$ cat config.mk
export PLATFORM = sky130hd
export DESIGN_NAME = ps2kmc_front
export DESIGN_NICKNAME = d
export VERILOG_FILES = /design/src/hdl/ps2_keyboard_mouse_controller_macros.svh /design/src/hdl/ps2kmc_pkg.sv /design/src/hdl/ps2kmc_front.sv
export SDC_FILE = /design/constraint.sdc
export NUM_CORES = 1
export LEC_CHECK = 0
export BUFFER_PORTS_ARGS = -buffer_cell sky130_fd_sc_hd__buf_2
export CAP_MARGIN = 10
export CORE_MARGIN = 5
export CORE_UTILIZATION = 55
export DETAILED_ROUTE_END_ITERATION = 12
export PLACE_DENSITY = 0.83
export SLEW_MARGIN = 20
export SYNTH_ARGS = -nofsm -noshare
export SYNTH_HDL_FRONTEND = slang
export SYNTH_SLANG_ARGS = --single-unit
$ cat constraint.sdc
create_clock -name clk -period 6.6 [get_ports clk]
set_input_delay 1.98 -clock clk [delete_from_list [all_inputs] [get_ports clk]]
set_output_delay 1.98 -clock clk [all_outputs]
set_load 0.01 [all_outputs]
$ cat src/hdl/ps2_keyboard_mouse_controller_macros.svh
// ----------------------------------------------------------------------------
// ps2_keyboard_mouse_controller_macros
// Assertion helpers shared by the rtl files.
// ----------------------------------------------------------------------------
`ifndef PS2_KEYBOARD_MOUSE_CONTROLLER_MACROS_SVH
`define PS2_KEYBOARD_MOUSE_CONTROLLER_MACROS_SVH

// condition must hold in the same cycle
`define PS2KMC_ASSERT_NOW(lbl, clk, rst_n, ante, cons, msg) \
    lbl: assert property (@(posedge clk) disable iff (!rst_n) (ante) |-> (cons)) \
        else $error(msg);

// condition must hold in the next cycle
`define PS2KMC_ASSERT_NEXT(lbl, clk, rst_n, ante, cons, msg) \
    lbl: assert property (@(posedge clk) disable iff (!rst_n) (ante) |=> (cons)) \
        else $error(msg);

`endif

$ cat src/hdl/ps2kmc_pkg.sv
// ----------------------------------------------------------------------------
// ps2kmc_pkg
// Shared types, codes and helpers of the ps/2 keyboard and mouse controller.
// ----------------------------------------------------------------------------
`default_nettype none

package ps2kmc_pkg;

    localparam int FIFO_DEPTH_DEF = 256;
    localparam int ACC_WIDTH_DEF  = 16;

    // port functions
    localparam logic [2:0] FN_DATA_RD = 3'd0;
    localparam logic [2:0] FN_STAT_RD = 3'd1;
    localparam logic [2:0] FN_DATA_WR = 3'd2;
    localparam logic [2:0] FN_CMD_WR  = 3'd3;
    localparam logic [2:0] FN_EVENT   = 3'd4;

    // reply bytes
    localparam logic [7:0] B_ACK      = 8'hFA;
    localparam logic [7:0] B_RESEND   = 8'hFE;
    localparam logic [7:0] B_ID0      = 8'hAB;
    localparam logic [7:0] B_ID1_XLAT = 8'h41;
    localparam logic [7:0] B_ID1      = 8'h83;
    localparam logic [7:0] B_BAT_OK   = 8'hAA;
    localparam logic [7:0] B_SELFTEST = 8'h55;
    localparam logic [7:0] B_SET1     = 8'h43;
    localparam logic [7:0] B_SET2     = 8'h02;
    localparam logic [7:0] B_SET3     = 8'h27;
    localparam logic [7:0] B_SET3_X   = 8'h3F;

    // controller commands
    localparam logic [7:0] CC_RD_MODE  = 8'h20;
    localparam logic [7:0] CC_WR_MODE  = 8'h60;
    localparam logic [7:0] CC_AUX_DIS  = 8'hA7;
    localparam logic [7:0] CC_AUX_EN   = 8'hA8;
    localparam logic [7:0] CC_AUX_TEST = 8'hA9;
    localparam logic [7:0] CC_SELFTEST = 8'hAA;
    localparam logic [7:0] CC_KBD_TEST = 8'hAB;
    localparam logic [7:0] CC_KBD_DIS  = 8'hAD;
    localparam logic [7:0] CC_KBD_EN   = 8'hAE;
    localparam logic [7:0] CC_RD_IN    = 8'hC0;
    localparam logic [7:0] CC_RD_OUT   = 8'hD0;
    localparam logic [7:0] CC_WR_OUT   = 8'hD1;
    localparam logic [7:0] CC_WR_KOBUF = 8'hD2;
    localparam logic [7:0] CC_WR_AOBUF = 8'hD3;
    localparam logic [7:0] CC_WR_AUX   = 8'hD4;
    localparam logic [7:0] CC_A20_OFF  = 8'hDD;
    localparam logic [7:0] CC_A20_ON   = 8'hDF;
    localparam logic [7:0] CC_NONE     = 8'h00;

    // keyboard commands
    localparam logic [7:0] KC_BAD     = 8'h05;
    localparam logic [7:0] KC_LEDS    = 8'hED;
    localparam logic [7:0] KC_ECHO    = 8'hEE;
    localparam logic [7:0] KC_SCANSET = 8'hF0;
    localparam logic [7:0] KC_ID      = 8'hF2;
    localparam logic [7:0] KC_RATE    = 8'hF3;
    localparam logic [7:0] KC_ENABLE  = 8'hF4;
    localparam logic [7:0] KC_DISABLE = 8'hF5;
    localparam logic [7:0] KC_DEFAULT = 8'hF6;
    localparam logic [7:0] KC_RESET   = 8'hFF;

    // mouse commands
    localparam logic [7:0] MC_SCALE1  = 8'hE6;
    localparam logic [7:0] MC_SCALE2  = 8'hE7;
    localparam logic [7:0] MC_SETRES  = 8'hE8;
    localparam logic [7:0] MC_STATUS  = 8'hE9;
    localparam logic [7:0] MC_STREAM  = 8'hEA;
    localparam logic [7:0] MC_READ    = 8'hEB;
    localparam logic [7:0] MC_WRAPOFF = 8'hEC;
    localparam logic [7:0] MC_WRAPON  = 8'hEE;
    localparam logic [7:0] MC_REMOTE  = 8'hF0;
    localparam logic [7:0] MC_ID      = 8'hF2;
    localparam logic [7:0] MC_RATE    = 8'hF3;
    localparam logic [7:0] MC_ENABLE  = 8'hF4;
    localparam logic [7:0] MC_DISABLE = 8'hF5;
    localparam logic [7:0] MC_DEFAULT = 8'hF6;
    localparam logic [7:0] MC_RESET   = 8'hFF;

    localparam logic [7:0] RATE_200 = 8'd200;
    localparam logic [7:0] RATE_100 = 8'd100;
    localparam logic [7:0] RATE_80  = 8'd80;

    // sub-state codes
    localparam logic [1:0] KX_IDLE = 2'd0;
    localparam logic [1:0] KX_SET  = 2'd1;
    localparam logic [1:0] KX_LEDS = 2'd2;
    localparam logic [1:0] KX_RATE = 2'd3;
    localparam logic [1:0] AX_IDLE = 2'd0;
    localparam logic [1:0] AX_RES  = 2'd1;
    localparam logic [1:0] AX_RATE = 2'd2;
    localparam logic [1:0] DT_IDLE = 2'd0;
    localparam logic [1:0] DT_200  = 2'd1;
    localparam logic [1:0] DT_100  = 2'd2;
    localparam logic [1:0] DT_2002 = 2'd3;
    localparam logic [2:0] KIND_STD   = 3'd0;
    localparam logic [2:0] KIND_WHEEL = 3'd3;
    localparam logic [2:0] KIND_5BTN  = 3'd4;
    localparam logic [1:0] PEND_AUX   = 2'd2;

    typedef enum logic [2:0] {
        OP_RD, OP_STAT, OP_WR, OP_CMD, OP_EVT, OP_NOP
    } op_t;

    typedef struct packed {
        op_t                op;
        logic [7:0]         wdata;
        logic signed [11:0] mx;
        logic signed [11:0] my;
        logic signed [11:0] mz;
        logic [2:0]         btn;   // bit0 left, bit1 right, bit2 middle
    } item_t;

    typedef struct packed {
        logic [7:0] rdata;
        logic       kbd_irq;
        logic       aux_irq;
        logic       a20;
    } res_t;

    typedef struct packed {
        logic       push;
        logic       pop;
        logic [7:0] data;
    } fifo_ctl_t;

    typedef enum logic [2:0] {
        ST_IDLE, ST_RD_WAIT, ST_EMIT, ST_CHK, ST_PKT, ST_POST, ST_DONE
    } state_t;

    function automatic op_t classify(input logic [2:0] fn);
        op_t o;
        unique case (fn)
            FN_DATA_RD: o = OP_RD;
            FN_STAT_RD: o = OP_STAT;
            FN_DATA_WR: o = OP_WR;
            FN_CMD_WR:  o = OP_CMD;
            FN_EVENT:   o = OP_EVT;
            default:    o = OP_NOP;
        endcase
        return o;
    endfunction

    // output port bits 4 and 5 follow the pending flags
    function automatic logic [7:0] refresh_port(input logic [7:0] port,
                                                input logic [1:0] pend);
        logic [7:0] p;
        p    = port;
        p[4] = (pend != 2'd0);
        p[5] = (pend == PEND_AUX);
        return p;
    endfunction

endpackage

`default_nettype wire

$ cat src/hdl/ps2kmc_front.sv
// ----------------------------------------------------------------------------
// ps2kmc_front
// Two-entry input queue that takes port beats and classifies the function.
// ----------------------------------------------------------------------------
`default_nettype none

module ps2kmc_front
    import ps2kmc_pkg::*;
(
    input  wire logic        clk,
    input  wire logic        rst_n,
    input  wire logic        push,
    output logic             full,
    input  wire logic [2:0]  func,
    input  wire logic [7:0]  wdata,
    input  wire logic [11:0] move_x,
    input  wire logic [11:0] move_y,
    input  wire logic [11:0] move_z,
    input  wire logic        btn_left,
    input  wire logic        btn_middle,
    input  wire logic        btn_right,
    output item_t            head,
    output logic             head_valid,
    input  wire logic        head_take
);

    item_t      q0_reg, q0_next, q1_reg, q1_next, in_item;
    logic [1:0] cnt_reg, cnt_next, pos;
    logic       acc;

    assign full       = (cnt_reg == 2'd2);
    assign head       = q0_reg;
    assign head_valid = (cnt_reg != 2'd0);
    assign acc        = push && !full;

    always_comb
    begin
        in_item.op    = classify(func);
        in_item.wdata = wdata;
        in_item.mx    = $signed(move_x);
        in_item.my    = $signed(move_y);
        in_item.mz    = $signed(move_z);
        in_item.btn   = {btn_middle, btn_right, btn_left};
    end

    always_comb
    begin
        q0_next  = q0_reg;
        q1_next  = q1_reg;
        pos      = cnt_reg;
        if (head_take && head_valid)
        begin
            q0_next = q1_reg;
            pos     = cnt_reg - 2'd1;
        end
        cnt_next = pos;
        if (acc)
        begin
            if (pos == 2'd0)
                q0_next = in_item;
            else
                q1_next = in_item;
            cnt_next = pos + 2'd1;
        end
    end

    always_ff @(posedge clk or negedge rst_n)
    begin
        if (!rst_n)
            cnt_reg <= 2'd0;
        else
            cnt_reg <= cnt_next;
    end

    always_ff @(posedge clk)
    begin
        q0_reg <= q0_next;
        q1_reg <= q1_next;
    end

endmodule

`default_nettype wire

After elaboration in Yosys (flattened, before gate mapping)
Cells that the tools add are included.
- flip-flop bits (word level): 102
- output and inout bits: 52
- logic and storage cells: 34
- bits of input ports: 54
- add/sub/neg operators: 2
- bitwise operators: 1
- reductions and logical operators: 7
- multiplexer cells: 6
- equal/unequal tests: 5
- operators by type and width (operator ; number):
    50-bit two-way mux ; 3
    3-bit one-hot mux with 5 select lines ; 1
    3-bit by 2-bit == test with 1-bit output, second input constant ; 2
    2-bit two-way mux ; 2
    3-bit by 1-bit == test with 1-bit output, second input constant ; 1
    3-bit == test, second input constant ; 1
    3-bit logical NOT ; 1
    2-bit by 1-bit adder with 2-bit output, second input constant ; 1
    2-bit == test, second input constant ; 1
    1-bit logical AND ; 2
    2-bit logical NOT ; 1
    2-bit AND reduction ; 1
    2-bit nonzero test ; 1
    2-bit by 1-bit subtractor with 2-bit output, second input constant ; 1
    1-bit logical NOT ; 1
    1-bit NOT ; 1

Depth between registers and ports, before layout
- depth after elaboration: 6
- gate-level depth with buffers: 12
- mapped depth without buffers: 9

Worst setup path before layout
OpenSTA, ideal clock, no wires.
- kind: input-to-reg
- start: input port head_take
- end: register q1_reg[0] (netlist bit) (enable)
- data required time: 6.142 ns
- path buffers: 1
- library setup time: 0.458 ns
- cell stages on the path: 6
- setup slack: 1.409 ns
- arrival: 4.733 ns
- path through: nand2b_4 -> buf_12 -> mux2i_1 -> inv_1 -> ha_1 -> nor2_1
- cells in the longest elaborated chain, start to end: 5
- RTL lines (what ; RTL line ; RTL):
    start, declared ; ps2kmc_front.sv:24 ; input wire logic head_take
    1-bit logical AND ; ps2kmc_front.sv:51 ; if (head_take && head_valid)
    2-bit two-way mux ; ps2kmc_front.sv:51 ;
    2-bit logical NOT ; ps2kmc_front.sv:59 ; if (pos == 2'd0)
    1-bit NOT (no line) ; - ;
    2-bit AND reduction (no line) ; - ;
    end signal, assigned ; ps2kmc_front.sv:78 ; q1_reg <= q1_next;
    end, declared ; ps2kmc_front.sv:27 ; item_t q0_reg, q0_next, q1_reg, q1_next, in_item;
Every way passes these cells.
A chain may end at the register's enable or synchronous reset.

Worst setup path in the final report
- start: input port head_take
- end: register q1_reg[45] (netlist bit) (enable)
The elaborated chain is that of the path after synthesis.

==> results_dict.tcl <==
set metrics [dict create \
    io_pins 106 \
    endpoint "q1_reg[45]" \
    std_cell_rows 30 \
    grt_pass1_wl_um 11000 \
    r2r-end "q1_reg[45]" \
    gr-usage-met1_pct 20.0 \
    fin_util_pct 66.7 \
    synth_ff_type "edfxtp_1" \
    mostFrequentLayoutCells "buf_2, mux2i_1" \
    grt_antenna_before_repair 0 \
    drt_pass1_iterations 4 \
    maxSlewHeadroom_pct 52.8 \
    cp_max_fo 26 \
    rr_worst_depth 8 \
    core_region_area_mm2 0.00676 \
    cts_hold_buf 0 \
    ys_ff_latch 102 \
    syn_inst 287 \
    die_height_um 93.2 \
    drt_iter0_drc 68 \
    rr_startpoint "cnt_reg[0]" \
    ir_worst_vdd_mv 0.257 \
    post-route-period-util_pct 59.4 \
    cts_sinks 102 \
    power_mw 2.31 \
    post_cts_resize_count 0 \
    ctsRootBufferMaster "clkbuf_8" \
    critPathLaunchType "input port" \
    ctsHtreeMaxLevel 3 \
    post-cts-setup-buffers 0 \
    die_x_um 93.2 \
    hp-class "reg -> reg" \
    multi_input_area_mm2 0.00107 \
    tritoncts "done" \
    rsz0062_at_grt "no" \
    syn_avg_cell_area_um2 13.3 \
    final_common_cell "buf_2" \
    vias_per_cell 4.95 \
    skew_ps 13.2 \
    finalNetCount 446 \
    grt_overflow 0 \
    drive_gt1_share_pct 32.0 \
    syn_to_final_growth_pct 18.3 \
    first_global_vias 2338 \
    antenna_left 0 \
    drc 0 \
    finalMaxSlewViolations 0 \
    routed_wirelength_um 6990 \
    fmax_mhz 255 \
    register_area_mm2 0.00255 \
    synth-edff-count 50 \
    vias 2346 \
    die-area_mm2 0.00869 \
    top_usage_layer "met2" \
    period_needed_ps 3920 \
    critPathArrivalTime_ps 3920 \
    wl_per_cell_um 14.7 \
    min_from "q1_reg[24]" \
    cts_buffer_depth 2 \
    power_density_mw_per_mm2 512 \
    synth_warnings 0 \
    track_usage_pct 16.4 \
    ys_types 20 \
    initial_core_util_pct 56.4 \
    worst_slack_ps 2680 \
    grtUsageMet3_pct 3.78 \
    status "finished, final reports clean" \
    clk_pin_slew_ps 90 \
    use_met2_pct 28.3 \
    place_ws_ps 2300 \
    finalSetupTns_ps 0 \
    diodes 0 \
    cts_made_buffers 9 \
    crit_required_ps 6610 \
    port_buffers 105 \
    synth_seq_area_share_pct 67.0 \
    gp_congestion 0.722 \
    crit_path_end_kind "flop" \
    r2r_slack_ps 3710 \
    nFillCells 539 \
    clk_latency_ps 340 \
    ys_async_sr_fraction_pct 1.96 \
    hold_viol 0 \
    cellLeakagePower_nw 2.06 \
    cap_violations 0 \
    syn_area_mm2 0.00381 \
    setup_viol 0 \
    worstMarginPinSlew_ps 707 \
    synth_nets 344 \
    cp-startpoint "head_take" \
    critPathKind "in -> reg" \
    dp_hpwl_um 4860 \
    grt_start_max_net_pins 73 \
]
==> routing by layer <==
metal | up-vias | routed length (µm) | share of wire (%)
met5 | - | 0 | 0
met4 | 0 | 78 | 1.1
met3 | 7 | 382 | 5.5
met2 | 64 | 3490 | 50
met1 | 1062 | 3040 | 43
li1 | 1213 | - | -
==> per-stage QoR <==
stage | area (µm²) | cells | hold slack [ps]
2_1_floorplan | 3810 | 287 | 506
3_5_place_dp | 4300 | 458 | 525
3_3_place_gp | 4300 | 458 | 512
4_1_cts | 4510 | 474 | 545
5_1_grt | 4510 | 474 | 563
6_report | 4510 | 474 | 537
==> Yosys cell counts (all sizes together), types with 2 or more instances <==
library cell / number / area share (%)
mux2i: 51 / 13
dfxtp: 50 / 26
edfxtp: 50 / 39
dfrtp: 2 / 1.3
a21oi: 50 / 6.6
inv: 4 / 0.39
nor2: 51 / 5.0
ha: 3 / 0.99
clkbuf: 7 / 0.72
nand2b: 2 / 0.53
buf: 11 / 3.8
==> final cells by class <==
type,instances,share of cell area (%)
repair buffers,109,12.3
well taps,80,2.22
multi-input cells,163,23.9
clock inverters,4,1.61
inverters,4,0.333
clock buffers,12,3.00
flip-flops and latches,102,56.7
==> where the power goes <==
group	internal, mW	switching, mW
combinational	0.353	0.467
clock	0.214	0.190
sequential	0.973	0.108
total	1.54	0.766
==> how the worst min path moves through the flow <==
stage	endpoint	slack [ps]	depth (start not counted)
6_report	head[24]	540	2
5_1_grt	head[39]	560	2
4_1_cts	head[47]	540	2
3_5_place_dp	head[8]	520	2
3_3_place_gp	head[47]	510	2
2_1_floorplan	head[0]	510	2
==> worst max-delay path, cell delays in order <==
cell	delay, ps
buf_2	120
nand2b_4	220
mux2i_1	260
inv_1	60
ha_1	220
nor2_4	580
buf_4	450
==> kinds of logic (layout without fill, tap and decap cells) <==
family	after synthesis	in the layout	share of synthesized area, %
flops	102	102	67.0
simple gates	55	55	5.92
mux	52	52	13.7
compound gates	51	51	6.77
buf+inv	22	129	4.93
fa+ha+maj	3	3	0.986
xor+xnor	2	2	0.657
Note: power is estimated with default switching activity, not from simulation.
